==> config.mk <==
export PLATFORM = sky130hd
export DESIGN_NAME = websocket_frame_parser_unit
export DESIGN_NICKNAME = d
export VERILOG_FILES = /design/src/hw/rtl/wsfp_pkg.sv /design/src/hw/rtl/wsfp_in_reg.sv /design/src/hw/rtl/wsfp_parser.sv /design/src/hw/rtl/websocket_frame_parser_unit.sv
export SDC_FILE = /design/constraint.sdc
export NUM_CORES = 1
export LEC_CHECK = 0
export BUFFER_PORTS_ARGS = -buffer_cell sky130_fd_sc_hd__buf_2
export CORE_MARGIN = 2
export CORE_UTILIZATION = 25
export DETAILED_ROUTE_END_ITERATION = 7
export GPL_TIMING_DRIVEN = 0
export REMOVE_ABC_BUFFERS = 1
export SYNTH_ARGS = -nofsm -noshare
export SYNTH_HDL_FRONTEND = slang
export SYNTH_SLANG_ARGS = --single-unit
==> constraint.sdc <==
create_clock -name clock -period 5.6 [get_ports clock]
set_clock_uncertainty 0.05 [all_clocks]
set_input_delay 0.28 -clock clock [delete_from_list [all_inputs] [get_ports clock]]
set_output_delay 0.28 -clock clock [all_outputs]
set_load 0.03 [all_outputs]
==> src/hw/rtl/wsfp_pkg.sv <==
package wsfp_pkg;

   localparam logic [6:0] LEN16_CODE  = 7'd126;
   localparam logic [6:0] LEN64_CODE  = 7'd127;
   localparam logic [3:0] EXT16_BYTES = 4'd2;
   localparam logic [3:0] EXT64_BYTES = 4'd8;
   localparam logic [3:0] KEY_BYTES   = 4'd4;

   localparam logic KIND_HEADER  = 1'b0;
   localparam logic KIND_PAYLOAD = 1'b1;

   typedef enum logic [4:0] {
      PH_BYTE0   = 5'b00001,
      PH_BYTE1   = 5'b00010,
      PH_EXTLEN  = 5'b00100,
      PH_KEY     = 5'b01000,
      PH_PAYLOAD = 5'b10000
   } phase_type;

   typedef struct packed {
      logic       valid;
      logic [7:0] data;
   } byte_item_type;

endpackage

==> src/hw/rtl/wsfp_in_reg.sv <==
module wsfp_in_reg (
   input  logic                   clock,
   input  logic                   reset,
   input  logic                   req_valid,
   output logic                   req_stall,
   input  logic [7:0]             req_in_byte,
   input  logic                   take,
   output wsfp_pkg::byte_item_type item
);
   import wsfp_pkg::*;

   logic       full_ff;
   logic       full_in;
   logic [7:0] byte_ff;
   logic       load;

   assign load      = !full_ff || take;
   assign req_stall = full_ff && !take;
   assign full_in   = load ? req_valid : full_ff;

   always_ff @(posedge clock) begin
      if (reset) begin
         full_ff <= 1'b0;
      end else begin
         full_ff <= full_in;
      end
   end

   always_ff @(posedge clock) begin
      if (load && req_valid) begin
         byte_ff <= req_in_byte;
      end
   end

   assign item.valid = full_ff;
   assign item.data  = byte_ff;

endmodule

==> src/hw/rtl/wsfp_parser.sv <==
module wsfp_parser (
   input  logic                    clock,
   input  logic                    reset,
   input  wsfp_pkg::byte_item_type item,
   output logic                    take,
   output logic                    rsp_valid,
   input  logic                    rsp_stall,
   output logic                    rsp_result_kind,
   output logic [3:0]              rsp_opcode,
   output logic                    rsp_final_fragment,
   output logic                    rsp_masked,
   output logic [63:0]             rsp_payload_length,
   output logic [7:0]              rsp_data_byte,
   output logic                    rsp_last
);
   import wsfp_pkg::*;

   phase_type   phase_ff, phase_in;
   logic [3:0]  cnt_ff, cnt_in;
   logic [63:0] len_ff, len_in;
   logic [31:0] key_ff, key_in;
   logic [63:0] rem_ff, rem_in;
   logic [1:0]  kidx_ff, kidx_in;
   logic [3:0]  op_ff, op_in;
   logic        fin_ff, fin_in;
   logic        mask_ff, mask_in;

   logic        out_valid_ff, out_valid_in;
   logic        out_kind_ff;
   logic [3:0]  out_op_ff;
   logic        out_fin_ff;
   logic        out_mask_ff;
   logic [63:0] out_len_ff;
   logic [7:0]  out_data_ff;
   logic        out_last_ff;

   logic        emit;
   logic        hdr_done;
   logic        o_kind;
   logic [7:0]  o_data;
   logic        o_last;
   logic [7:0]  key_byte;
   logic        out_free;
   logic [7:0]  b;

   assign b = item.data;

   always_comb begin
      case (kidx_ff)
         2'd0:    key_byte = key_ff[31:24];
         2'd1:    key_byte = key_ff[23:16];
         2'd2:    key_byte = key_ff[15:8];
         default: key_byte = key_ff[7:0];
      endcase
   end

   always_comb begin
      phase_in = phase_ff;
      cnt_in   = cnt_ff;
      len_in   = len_ff;
      key_in   = key_ff;
      rem_in   = rem_ff;
      kidx_in  = kidx_ff;
      op_in    = op_ff;
      fin_in   = fin_ff;
      mask_in  = mask_ff;
      emit     = 1'b0;
      hdr_done = 1'b0;
      o_kind   = KIND_HEADER;
      o_data   = 8'd0;
      o_last   = 1'b0;
      case (phase_ff)
         PH_BYTE0: begin
            op_in    = b[3:0];
            fin_in   = b[7];
            phase_in = PH_BYTE1;
         end
         PH_BYTE1: begin
            mask_in = b[7];
            key_in  = 32'd0;
            len_in  = 64'd0;
            if (b[6:0] == LEN16_CODE) begin
               cnt_in   = EXT16_BYTES;
               phase_in = PH_EXTLEN;
            end else if (b[6:0] == LEN64_CODE) begin
               cnt_in   = EXT64_BYTES;
               phase_in = PH_EXTLEN;
            end else begin
               len_in = {57'd0, b[6:0]};
               if (b[7]) begin
                  cnt_in   = KEY_BYTES;
                  phase_in = PH_KEY;
               end else begin
                  hdr_done = 1'b1;
               end
            end
         end
         PH_EXTLEN: begin
            len_in = {len_ff[55:0], b};
            cnt_in = cnt_ff - 4'd1;
            if (cnt_in == 4'd0) begin
               if (mask_ff) begin
                  cnt_in   = KEY_BYTES;
                  phase_in = PH_KEY;
               end else begin
                  hdr_done = 1'b1;
               end
            end
         end
         PH_KEY: begin
            key_in = {key_ff[23:0], b};
            cnt_in = cnt_ff - 4'd1;
            if (cnt_in == 4'd0) begin
               hdr_done = 1'b1;
            end
         end
         PH_PAYLOAD: begin
            emit    = 1'b1;
            o_kind  = KIND_PAYLOAD;
            o_data  = b ^ key_byte;
            o_last  = (rem_ff == 64'd1);
            rem_in  = rem_ff - 64'd1;
            kidx_in = kidx_ff + 2'd1;
            if (o_last) begin
               phase_in = PH_BYTE0;
            end
         end
         default: begin
            phase_in = PH_BYTE0;
         end
      endcase
      if (hdr_done) begin
         emit     = 1'b1;
         o_kind   = KIND_HEADER;
         o_data   = 8'd0;
         o_last   = (len_in == 64'd0);
         phase_in = o_last ? PH_BYTE0 : PH_PAYLOAD;
         rem_in   = len_in;
         kidx_in  = 2'd0;
      end
   end

   assign out_free = !out_valid_ff || !rsp_stall;
   assign take     = item.valid && (!emit || out_free);

   always_comb begin
      if (take && emit) begin
         out_valid_in = 1'b1;
      end else if (rsp_stall) begin
         out_valid_in = out_valid_ff;
      end else begin
         out_valid_in = 1'b0;
      end
   end

   always_ff @(posedge clock) begin
      if (reset) begin
         phase_ff     <= PH_BYTE0;
         cnt_ff       <= 4'd0;
         len_ff       <= 64'd0;
         key_ff       <= 32'd0;
         rem_ff       <= 64'd0;
         kidx_ff      <= 2'd0;
         op_ff        <= 4'd0;
         fin_ff       <= 1'b0;
         mask_ff      <= 1'b0;
         out_valid_ff <= 1'b0;
      end else begin
         out_valid_ff <= out_valid_in;
         if (take) begin
            phase_ff <= phase_in;
            cnt_ff   <= cnt_in;
            len_ff   <= len_in;
            key_ff   <= key_in;
            rem_ff   <= rem_in;
            kidx_ff  <= kidx_in;
            op_ff    <= op_in;
            fin_ff   <= fin_in;
            mask_ff  <= mask_in;
         end
      end
   end

   always_ff @(posedge clock) begin
      if (take && emit) begin
         out_kind_ff <= o_kind;
         out_op_ff   <= op_in;
         out_fin_ff  <= fin_in;
         out_mask_ff <= mask_in;
         out_len_ff  <= len_in;
         out_data_ff <= o_data;
         out_last_ff <= o_last;
      end
   end

   assign rsp_valid          = out_valid_ff;
   assign rsp_result_kind    = out_kind_ff;
   assign rsp_opcode         = out_op_ff;
   assign rsp_final_fragment = out_fin_ff;
   assign rsp_masked         = out_mask_ff;
   assign rsp_payload_length = out_len_ff;
   assign rsp_data_byte      = out_data_ff;
   assign rsp_last           = out_last_ff;

   header_has_no_data: assert property (@(posedge clock) disable iff (reset)
      (out_valid_ff && out_kind_ff == KIND_HEADER) |-> out_data_ff == 8'd0)
      else $error("header result carries data");

   header_count_live: assert property (@(posedge clock) disable iff (reset)
      (phase_ff == PH_EXTLEN || phase_ff == PH_KEY) |-> cnt_ff != 4'd0)
      else $error("header byte count ran out inside header");

   last_byte_ends_frame: assert property (@(posedge clock) disable iff (reset)
      (take && phase_ff == PH_PAYLOAD && rem_ff == 64'd1) |=> phase_ff == PH_BYTE0)
      else $error("frame did not end after last payload byte");

   payload_not_empty: assert property (@(posedge clock) disable iff (reset)
      (phase_ff == PH_PAYLOAD) |-> rem_ff != 64'd0)
      else $error("payload phase with no bytes left");

endmodule

==> src/hw/rtl/websocket_frame_parser_unit.sv <==
// websocket frame parser
// req channel: one raw byte of the frame stream per transfer (req_in_byte).
// rsp channel: at most one result per input byte; a header result
// (rsp_result_kind 0) once the header and any masking key are complete,
// then one unmasked payload byte (rsp_result_kind 1) per payload byte.
// rsp_last marks the final payload byte, or the header of an empty frame.
// header bytes themselves give no result.
// a byte accepted into the input register moves into the result register
// when the parser takes it, and its result can transfer from there;
// one byte per cycle while no stalled result holds the parser back, since
// the parser updates its state as it takes each byte.
// a new byte is taken while a finished result still waits in the
// result register; only a byte that would produce a result waits for it.
// reset clears the parser to expect the first header byte of a new
// frame and empties both registers.
// while rsp_stall is high the result holds; once a byte that would produce
// a result sits in the input register behind it, req_stall rises.
module websocket_frame_parser_unit (
   input  logic        clock,
   input  logic        reset,
   input  logic        req_valid,
   output logic        req_stall,
   input  logic [7:0]  req_in_byte,
   output logic        rsp_valid,
   input  logic        rsp_stall,
   output logic        rsp_result_kind,
   output logic [3:0]  rsp_opcode,
   output logic        rsp_final_fragment,
   output logic        rsp_masked,
   output logic [63:0] rsp_payload_length,
   output logic [7:0]  rsp_data_byte,
   output logic        rsp_last
);
   import wsfp_pkg::*;

   byte_item_type item;
   logic          take;

   wsfp_in_reg u_in_reg (
      .clock       (clock),
      .reset       (reset),
      .req_valid   (req_valid),
      .req_stall   (req_stall),
      .req_in_byte (req_in_byte),
      .take        (take),
      .item        (item)
   );

   wsfp_parser u_parser (
      .clock              (clock),
      .reset              (reset),
      .item               (item),
      .take               (take),
      .rsp_valid          (rsp_valid),
      .rsp_stall          (rsp_stall),
      .rsp_result_kind    (rsp_result_kind),
      .rsp_opcode         (rsp_opcode),
      .rsp_final_fragment (rsp_final_fragment),
      .rsp_masked         (rsp_masked),
      .rsp_payload_length (rsp_payload_length),
      .rsp_data_byte      (rsp_data_byte),
      .rsp_last           (rsp_last)
   );

endmodule
* Yosys cells after proc, flatten, opt, wreduce, memory -nomap -nowiden
Index checks and enable logic that the tools add are counted.
** Storage, ports and cells
- Flip-flop bits (word level) :: 267
- Input bits :: 12
- Logic and storage cells :: 104
** Cells by class
- Add/subtract/negate cells :: 3
- Equality and inequality tests :: 17
- Mux-type cells :: 40
- Bitwise gates (word level) :: 2
- Reductions and logical operators :: 23
** Operator list (number)
- $mux W64 :: 3
- $pmux W64 S2 :: 1
- $eq A64 B1 Y1 const B :: 1
- $logic_not A64 Y1 :: 1
- $pmux W32 S2 :: 1
- $sub A64 B1 Y64 const B :: 1
- $mux W5 :: 8
- $pmux W5 S5 :: 1
- $mux W4 :: 6
- $pmux W8 S3 :: 1
- $eq A7 B7 Y1 const B :: 2
- $mux W1 :: 14
- $pmux W4 S3 :: 1
- $ne A3 B1 Y1 const B :: 3
- $xor A8 B8 Y8 :: 1
- $mux W7 :: 1
- $reduce_and A6 Y1 :: 1
- $eq A5 B1 Y1 const B :: 1
- $eq A5 B2 Y1 const B :: 1
- $eq A5 B3 Y1 const B :: 1
- $eq A5 B4 Y1 const B :: 1
- $eq A5 B5 Y1 const B :: 1
- $logic_not A1 Y1 :: 5
- $ne A5 B2 Y1 const B :: 1
- other kinds (18) :: 27

* Longest topological paths before layout
Gate-level depths: netlist of the first run.
- Word-level depth :: 10
- Depth in mapped cells :: 12
- Depth with buffers taken out :: 10

* By module
A second synthesis of the first run with hierarchy kept.
** Second synthesis, totals
- Cells, all modules :: 1349
- Area, all modules :: 12146.6 um2
** By module, submodules not included
- wsfp_parser :: times used 1, cells an instance 1336, area each 11848.9 um2, seq. area each 5965.7 um2
- wsfp_in_reg :: times used 1, cells an instance 13, area each 297.8 um2, seq. area each 260.2 um2

* Worst setup path before layout of the first run
No wires, ideal clock.
- Path kind :: register to register
- Start point :: register u_parser.cnt_ff[0]
- End point :: register u_parser.out_data_ff[0] (netlist: u_parser.rsp_data_byte[0]) (enable)
- Data arrival time :: 4.380 ns
- Path slack :: 0.694 ns
- Cell stages (with the launch flop) :: 10
- Buffers on the path :: 2
- Period minus slack after synthesis :: 4.906 ns
- Cells stage by stage :: dfxtp_1 -> inv_1 -> ha_1 -> or2_2 -> o211a_1 -> nor3_1 -> o311ai_2 -> inv_2 -> buf_2 -> clkbuf_1
** Between the ends
- Cells in the longest elaborated chain, start to end :: 9
** Ends and longest elaborated chain
- start, declared :: RTL line wsfp_parser.sv:19 : logic [3:0] cnt_ff, cnt_in;
- start signal, assigned :: RTL line wsfp_parser.sv:172 : cnt_ff <= cnt_in;
- $sub A4 B1 Y4 * :: RTL line wsfp_parser.sv:100, wsfp_parser.sv:112
- $logic_not A4 Y1 * :: RTL line wsfp_parser.sv:101, wsfp_parser.sv:113
- $mux W1 (on tied branches) :: RTL line wsfp_parser.sv:113, wsfp_parser.sv:101
- $pmux W1 S3 * :: RTL line wsfp_parser.sv:72 : case (phase_ff)
- $mux W1 * :: RTL line wsfp_parser.sv:132 : if (hdr_done) begin
- $logic_not A1 Y1 :: RTL line wsfp_parser.sv:144 : assign take = item.valid && (!emit || out_free);
- $logic_or A1 B1 Y1 :: RTL line wsfp_parser.sv:144
- $logic_and A1 B1 Y1 :: RTL line wsfp_parser.sv:144
- $logic_and A1 B1 Y1 * :: RTL line wsfp_parser.sv:185 : if (take && emit) begin
- end signal, assigned :: RTL line wsfp_parser.sv:191 : out_data_ff <= o_data;
- end, declared :: RTL line wsfp_parser.sv:34 : logic [7:0] out_data_ff;
Mark *: on every way between the ends. The rest lies on a longest branch, timed or not.
A chain may end at the register's enable or synchronous reset.

* Worst setup path in the final report of the first run
- Start point :: register u_parser.phase_ff[1]
- End point :: register u_parser.rem_ff[12]
** Between the ends
- Cells in the longest elaborated chain, start to end :: 7
** Ends and longest elaborated chain
- start, declared :: RTL line wsfp_parser.sv:18 : phase_type phase_ff, phase_in;
- start signal, assigned :: RTL line wsfp_parser.sv:171 : phase_ff <= phase_in;
- $eq A5 B4 Y1, or another cell as far along :: RTL line wsfp_parser.sv:72
- $pmux W1 S3 or $mux W1 (tied branches) :: RTL line wsfp_parser.sv:72
- $mux W1 :: RTL line wsfp_parser.sv:132
- $logic_not A1 Y1 :: RTL line wsfp_parser.sv:144
- $logic_or A1 B1 Y1 :: RTL line wsfp_parser.sv:144
- $logic_and A1 B1 Y1 :: RTL line wsfp_parser.sv:144
- $reduce_and A2 Y1 (no line)
- end signal, assigned :: RTL line wsfp_parser.sv:175 : rem_ff <= rem_in;
- end, declared :: RTL line wsfp_parser.sv:22 : logic [63:0] rem_ff, rem_in;
Parallel ways exist; a longest one is shown, timed or not.

==> impl_metrics.env, run 1 <==
export IMPL_status="finished, final reports clean"
export IMPL_final_common_cell="nor2_1"
export IMPL_synth_adder_area_share=0.00787
export IMPL_synth_top_family_by_area="compound AO/OA/AOI/OAI gates"
export IMPL_slew_viol_final=0
export IMPL_clock_sinks=267
export IMPL_area_growth_pct=17.3
export IMPL_synth_xor_area_frac=0.00757
export IMPL_ctsHtreeMaxLevel=1
export IMPL_powerDensity_nw_per_um2=303
export IMPL_root_buffer="clkbuf_16"
export IMPL_cp_max_fo=47
export IMPL_power_frac_seq=0.467
export IMPL_wl_um=40700
export IMPL_worstSetupPathType="flop to flop"
export IMPL_sw_frac_of_total=0.258
export IMPL_p_clk_frac=0.438
export IMPL_total_power_mw=4.52
export IMPL_switching_power_mw=1.17
export IMPL_drc=0
export IMPL_period_needed_ns=4.90
export IMPL_synth_area_top_cells="dfxtp_1 28%, edfxtp_1 21%, nor2_1 6.4%"
export IMPL_min_path_type="primary input to flop"
export IMPL_placementRows=82
export IMPL_cts_max_path_buffers=3
export IMPL_max_freq_ghz=0.204
export IMPL_overflow=0
export IMPL_vias_per_cell=5.29
export IMPL_postCtsSetupBuffers=0
export IMPL_routedWlPerCell_um=18.6
export IMPL_maxCapViolCount=0
export IMPL_synthSimpleGateAreaFrac=0.215
export IMPL_final_hold_violation_count=0
export IMPL_setup_slack_ns=0.701
export IMPL_fin_util=0.298
export IMPL_synth_seq_cells=267
export IMPL_start_kind="flop"
export IMPL_combPwrFrac=0.095
export IMPL_place_ws_ns=0.449
export IMPL_final_cell_mix="217 x nor2_1, 178 x dfxtp_1, 102 x nor3_1"
export IMPL_grt_pass1_wl_um=63600
export IMPL_grt_max_degree=95
export IMPL_grt_util_all_layers=0.150
export IMPL_fillers=5282
export IMPL_arrival_ns=5.25
export IMPL_drt_initial_drc_count=1211
export IMPL_place_port_buffers=93
export IMPL_synth_mux_area_frac=0.00511
export IMPL_gp_congestion=0.868
export IMPL_netlist_area_leader_share=0.282
export IMPL_fp_coreArea_um2=50200
export IMPL_r2r_cells=7
export IMPL_grt_pass1_vias=10900
export IMPL_power_leakage_nw=5.51
export IMPL_finalNetCount=1509
export IMPL_syn_inst=1455
export IMPL_reg2reg_slack_ns=0.70
export IMPL_cts_resized=0
export IMPL_required_ns=5.95
export IMPL_dr_pass1_iters=8
export IMPL_ant_nets=0
export IMPL_die_x_um=230
export IMPL_ys_warn_count=0
export IMPL_dieArea_um2=52700
export IMPL_finalCritPeriodShare=0.875
export IMPL_slew_limit_headroom=0.154
export IMPL_placed_cells=2120
export IMPL_drive_gt1_frac=0.116
export IMPL_synthArstFlopShare=0
export IMPL_synth_edff_count=88
export IMPL_dp_hpwl_um=27400
export IMPL_die_h_um=230
export IMPL_yosysTopAreaCell="dfxtp_1"
export IMPL_syn_area_per_cell_um2=8.75
export IMPL_insertion_delay_ns=0.57
export IMPL_whs_path_depth=5
export IMPL_diodes=0
export IMPL_synthDistinctLibCells=71
export IMPL_p_int_mw=3.35
export IMPL_endpoint_kind="flop"
export IMPL_fin_cells=2185
export IMPL_vias=11600
export IMPL_synth_flop_cell="dfxtp_1"
export IMPL_start_util=0.254
export IMPL_syn_area_um2=12700
export IMPL_io_pins=94
export IMPL_synth_compound_area_frac=0.223
export IMPL_cts_clk_slew_worst_paths_ns=0.06
export IMPL_cts_tree="done"
export IMPL_vdd_drop_max_mv=0.229
export IMPL_antenna_found_initial=0
export IMPL_numCtsBuffers=30
export IMPL_yosysSeqAreaShare=0.489
export IMPL_report_final_setup_viol=0
export IMPL_rsz0062_at_grt="no"
export IMPL_tightest_slew_ns=1.27
## power by group through the flow
stage	registers (mW)	clock network [mW]	logic, mW
3_5_place_dp	2.15	0	0.418
2_1_floorplan	2.12	0	0.277
3_3_place_gp	2.15	0	0.409
5_1_grt	2.11	2.10	0.478
4_1_cts	2.11	2.02	0.426
6_report	2.11	1.98	0.430
## layout make-up
cell class | count | area, um^2 | area share
Inverter | 54 | 208 | 0.0139
Clock inverter | 12 | 115 | 0.00771
Clock buffer | 44 | 865 | 0.0579
Tap cell | 672 | 841 | 0.0563
Timing Repair Buffer | 113 | 798 | 0.0535
Multi-Input combinational cell | 1023 | 5880 | 0.394
Sequential cell | 267 | 6230 | 0.417
## through the flow
stage                     hold WS, ns  TNS (ns)  instance area (um^2)
after floorplan                 0.299     -6.87                 12300
after global placement          0.388   -674.18                 13600
after detailed placement        0.395         0                 13900
after CTS                      0.0704         0                 14900
after global routing            0.131         0                 14900
final                          0.0883         0                 14900
## path summary, 6_finish.rpt
check	start	endpoint
worst max-delay path	u_parser.phase_ff[1]	u_parser.rem_ff[12]
worst min-delay path	rsp_stall	u_in_reg.full_ff
worst min register to register	u_parser.op_ff[1]	u_parser.op_ff[1]
worst max register to register	u_parser.phase_ff[1]	u_parser.rem_ff[12]
## flip-flops by register name (all words and copies together), names as in the netlist, 2 cells and up
register                     cells
u_parser.len_ff                 64
u_parser.rem_ff                 64
u_parser.rsp_payload_length     64
u_parser.key_ff                 32
u_in_reg.byte_ff                 8
u_parser.rsp_data_byte           8
u_parser.phase_ff                5
u_parser.cnt_ff                  4
u_parser.op_ff                   4
u_parser.rsp_opcode              4
u_parser.kidx_ff                 2
## worst max-delay path: stages (launching register included)
cell,delay [ns]
dfxtp_1,1.04
nor3_1,0.19
nand3b_1,0.54
inv_1,0.34
o311ai_4,0.86
inv_6,0.33
nand2_1,1.06
o21ai_0,0.24
## cells in the mapped netlist (12+ instances only)
| cell type | n |
|---|---|
| nor2b_1 | 18 |
| nor4_1 | 20 |
| nor3_1 | 103 |
| edfxtp_1 | 88 |
| a31oi_1 | 20 |
| dfxtp_1 | 179 |
| a21oi_1 | 92 |
| o32ai_1 | 12 |
| nor2_1 | 218 |
| clkbuf_1 | 86 |
| or4_1 | 16 |
| a22o_1 | 28 |
| a211oi_1 | 33 |
| inv_1 | 52 |
| o21ai_0 | 86 |
| or3_1 | 13 |
| nand2_1 | 93 |
| buf_2 | 17 |
| nand3_1 | 33 |
| a22oi_1 | 55 |
| o21ai_1 | 16 |
## kinds of logic after synthesis
group | count (synthesis)
xor gates and xnor gates | 11
DFF | 267
muxes | 6
and+or+nand+nor | 573
AOI/OAI and AO/OA | 425
buffers and inverters | 165
adders and majority gates | 8
## metal layers
metal  global-route usage  wire length, um  vias to the layer above  part of all wire
li1                     -                -                     5430                 -
met1                0.210            18400                     5611              0.45
met2                0.238            18600                      440              0.46
met3               0.0218             2520                       70             0.062
met4               0.0446             1200                        0             0.029
met5                    0                0                        -                 0
## timing repair
action,4_1_cts,5_1_grt
hold buffers,9,0
setup endpoints to repair,0,0
hold endpoints to repair,9,0
Note: power is estimated with default switching activity, not from simulation.
==> run 2, diff against run 1 <==
--- a/config.mk
+++ b/config.mk
@@ -5,6 +5,7 @@
 export SDC_FILE = /design/constraint.sdc
 export NUM_CORES = 1
 export LEC_CHECK = 0
+export ABC_AREA = 1
 export BUFFER_PORTS_ARGS = -buffer_cell sky130_fd_sc_hd__buf_2
 export CORE_MARGIN = 2
 export CORE_UTILIZATION = 25
@@ -14,3 +15,4 @@
 export SYNTH_ARGS = -nofsm -noshare
 export SYNTH_HDL_FRONTEND = slang
 export SYNTH_SLANG_ARGS = --single-unit
+export TNS_END_PERCENT = 20
==> run 2 against run 1 <==
  * First-iteration DRC count decreased by 13%
  * Wire length decreased by 5.2%
  * Fmax increased by 0.90%
  * Sequential power about the same
  * Critical path type unchanged
  * Critical endpoint is now u_parser.rsp_last
==> impl_metrics.env, run 2 <==
export IMPL_start_util=0.253
export IMPL_arrival_ns=5.20
export IMPL_antenna_found_initial=0
export IMPL_numCtsBuffers=28
export IMPL_cts_tree="done"
export IMPL_min_path_type="primary input to flop"
export IMPL_postCtsSetupBuffers=0
export IMPL_wl_um=38600
export IMPL_final_common_cell="nand2_1"
export IMPL_tightest_slew_ns=1.29
export IMPL_fin_setup_tns_ns=0
export IMPL_ctsHtreeMaxLevel=1
export IMPL_grt_max_degree=111
export IMPL_die_x_um=232
export IMPL_cts_resized=0
export IMPL_synth_flop_cell="dfxtp_1"
export IMPL_cts_clk_slew_worst_paths_ns=0.06
export IMPL_synth_edff_count=88
export IMPL_slew_viol_final=0
export IMPL_synthSimpleGateAreaFrac=0.259
export IMPL_drt_initial_drc_count=1056
export IMPL_netlist_area_leader_share=0.275
export IMPL_io_pins=94
export IMPL_ys_warn_count=0
export IMPL_vdd_drop_max_mv=0.241
export IMPL_power_leakage_nw=6.43
export IMPL_finalCritPeriodShare=0.867
export IMPL_placed_cells=2438
export IMPL_worstSetupPathType="flop to flop"
export IMPL_synth_adder_area_share=0.00768
export IMPL_overflow=0
export IMPL_synthDistinctLibCells=43
export IMPL_grt_util_all_layers=0.141
export IMPL_dr_pass1_iters=5
export IMPL_vias=11900
export IMPL_final_hold_violation_count=0
export IMPL_synth_seq_cells=267
export IMPL_place_port_buffers=93
export IMPL_required_ns=5.94
export IMPL_finalNetCount=1818
export IMPL_dpl_cell_area_um2=14100
export IMPL_rsz0062_at_grt="no"
export IMPL_gp_congestion=0.859
export IMPL_vias_per_cell=4.74
export IMPL_fin_cells=2500
export IMPL_synth_area_top_cells="dfxtp_1 28%, edfxtp_1 20%, nand2_1 11%"
export IMPL_period_needed_ns=4.86
export IMPL_dp_hpwl_um=26000
export IMPL_fillers=5572
export IMPL_fin_area_um2=15200
export IMPL_synth_commonest_cells="389 x nand2_1, 290 x nor2_1, 196 x a21oi_1"
export IMPL_placementRows=83
export IMPL_dieArea_um2=53900
export IMPL_status="finished, final reports clean"
export IMPL_synthArstFlopShare=0
export IMPL_synth_most_common_cell="nand2_1"
export IMPL_die_h_um=232
export IMPL_maxCapViolCount=0
export IMPL_setup_slack_ns=0.744
export IMPL_routedWlPerCell_um=15.4
export IMPL_root_buffer="clkbuf_16"
export IMPL_grt_pass1_wl_um=61100
export IMPL_fp_coreArea_um2=51400
export IMPL_clock_sinks=267
export IMPL_final_cell_mix="388 x nand2_1, 290 x nor2_1, 196 x a21oi_1"
export IMPL_yosysSeqAreaShare=0.478
export IMPL_slew_limit_headroom=0.139
export IMPL_yosysTopAreaCell="dfxtp_1"
export IMPL_syn_area_um2=13000
export IMPL_cts_max_path_buffers=3
export IMPL_synth_xor_area_frac=0.0296
export IMPL_drive_gt1_frac=0.103
export IMPL_diodes=0
export IMPL_grt_pass1_vias=11200
export IMPL_endpoint_kind="flop"
export IMPL_area_growth_pct=17.0
export IMPL_syn_inst=1750
export IMPL_max_freq_ghz=0.206
export IMPL_place_ws_ns=0.881
export IMPL_cp_max_fo=51
export IMPL_syn_area_per_cell_um2=7.44
export IMPL_total_power_mw=4.80
export IMPL_insertion_delay_ns=0.56
export IMPL_drc=0
export IMPL_start_kind="flop"
export IMPL_synth_mux_area_frac=0
export IMPL_synth_top_family_by_area="simple AND/OR/NAND/NOR gates"
export IMPL_synth_compound_area_frac=0.161
export IMPL_ant_nets=0
export IMPL_report_final_setup_viol=0
export IMPL_powerDensity_nw_per_um2=315
==> run 2: cell types whose count changed after synthesis, moves of 33 or more <==
cell | previous run | this run
nor2_1 | 218 | 290
o21ai_0 | 86 | 179
nand2_1 | 93 | 389
nor3_1 | 103 | 16
a22oi_1 | 55 | 0
inv_1 | 52 | 107
clkbuf_1 | 86 | 44
a21oi_1 | 92 | 196
nand3_1 | 33 | 66
==> run 2: cells by family (layout without fill, tap and decap cells) <==
kind of cell             after synthesis  after routing
AO/OA/AOI/OAI                        408            408
XOR/XNOR                              44             44
adder cells (fa/ha/maj)                8              8
buffers and inverters                205            275
flip-flops                           267            267
AND/OR/NAND/NOR                      818            818
==> run 2: critical path, cell delays in order, from the launching register on <==
cell and delay (ns):
dfxtp_1 0.37, inv_1 0.08, nor2_1 0.12, nand3_2 0.92
nand2_1 1.37, inv_2 0.38, nand2_1 0.21, nand2_1 0.13
nor2_1 0.12, nand2_1 0.06, nor2_1 0.16, nand2_1 0.14
nor2_1 0.12, nand2_1 0.06, nand2_2 0.13, o21a_1 0.25
==> run 2: report_power, final <==
| part | switching [mW] | internal [mW] | total (mW) |
|---|---|---|---|
| Sequential | 0.0400 | 2.05 | 2.09 |
| Clock | 0.815 | 1.32 | 2.14 |
| Combinational | 0.386 | 0.187 | 0.573 |
| Total | 1.24 | 3.56 | 4.80 |
==> run 2: repair_timing <==
action / CTS / global route
endpoints found under the setup margin: 0 / 0
hold buffers: 9 / 0
hold endpoints to repair: 9 / 0
==> run 2: routing by layer <==
layer / share of wire / up-vias / track usage
li1: - / 5868 / -
met1: 0.46 / 5557 / 0.195
met2: 0.46 / 377 / 0.230
met3: 0.061 / 54 / 0.0216
met4: 0.021 / 0 / 0.0363
met5: 0 / - / 0
==> run 2: metrics by stage <==
step / utilization / hold slack (ns)
2_1_floorplan: - / 0.299
6_report: 0.296 / 0.0380
3_3_place_gp: 0.271 / 0.384
5_1_grt: 0.296 / 0.0615
4_1_cts: 0.296 / 0.0190
3_5_place_dp: 0.274 / 0.390
==> run 2: path summary, 6_finish.rpt <==
check                        from            endpoint  slack [ns]  cells past startpoint
min reg2reg     u_parser.op_ff[1]   u_parser.op_ff[1]        0.40                      2
min                     rsp_stall  u_parser.rsp_valid        0.04                      3
max          u_parser.phase_ff[2]   u_parser.rsp_last        0.74                     15
max reg2reg  u_parser.phase_ff[2]   u_parser.rsp_last        0.74                     15
==> run 2: final cells by class <==
cell class                 count  area [um^2]  share of cell area
clock buffer                  32          779              0.0512
clock inverter                20          283              0.0186
inverter                     115          440              0.0289
multi-input combinational   1278         5970               0.392
tap                          680          851              0.0558
sequential                   267         6230               0.409
timing repair buffer         108          683              0.0448
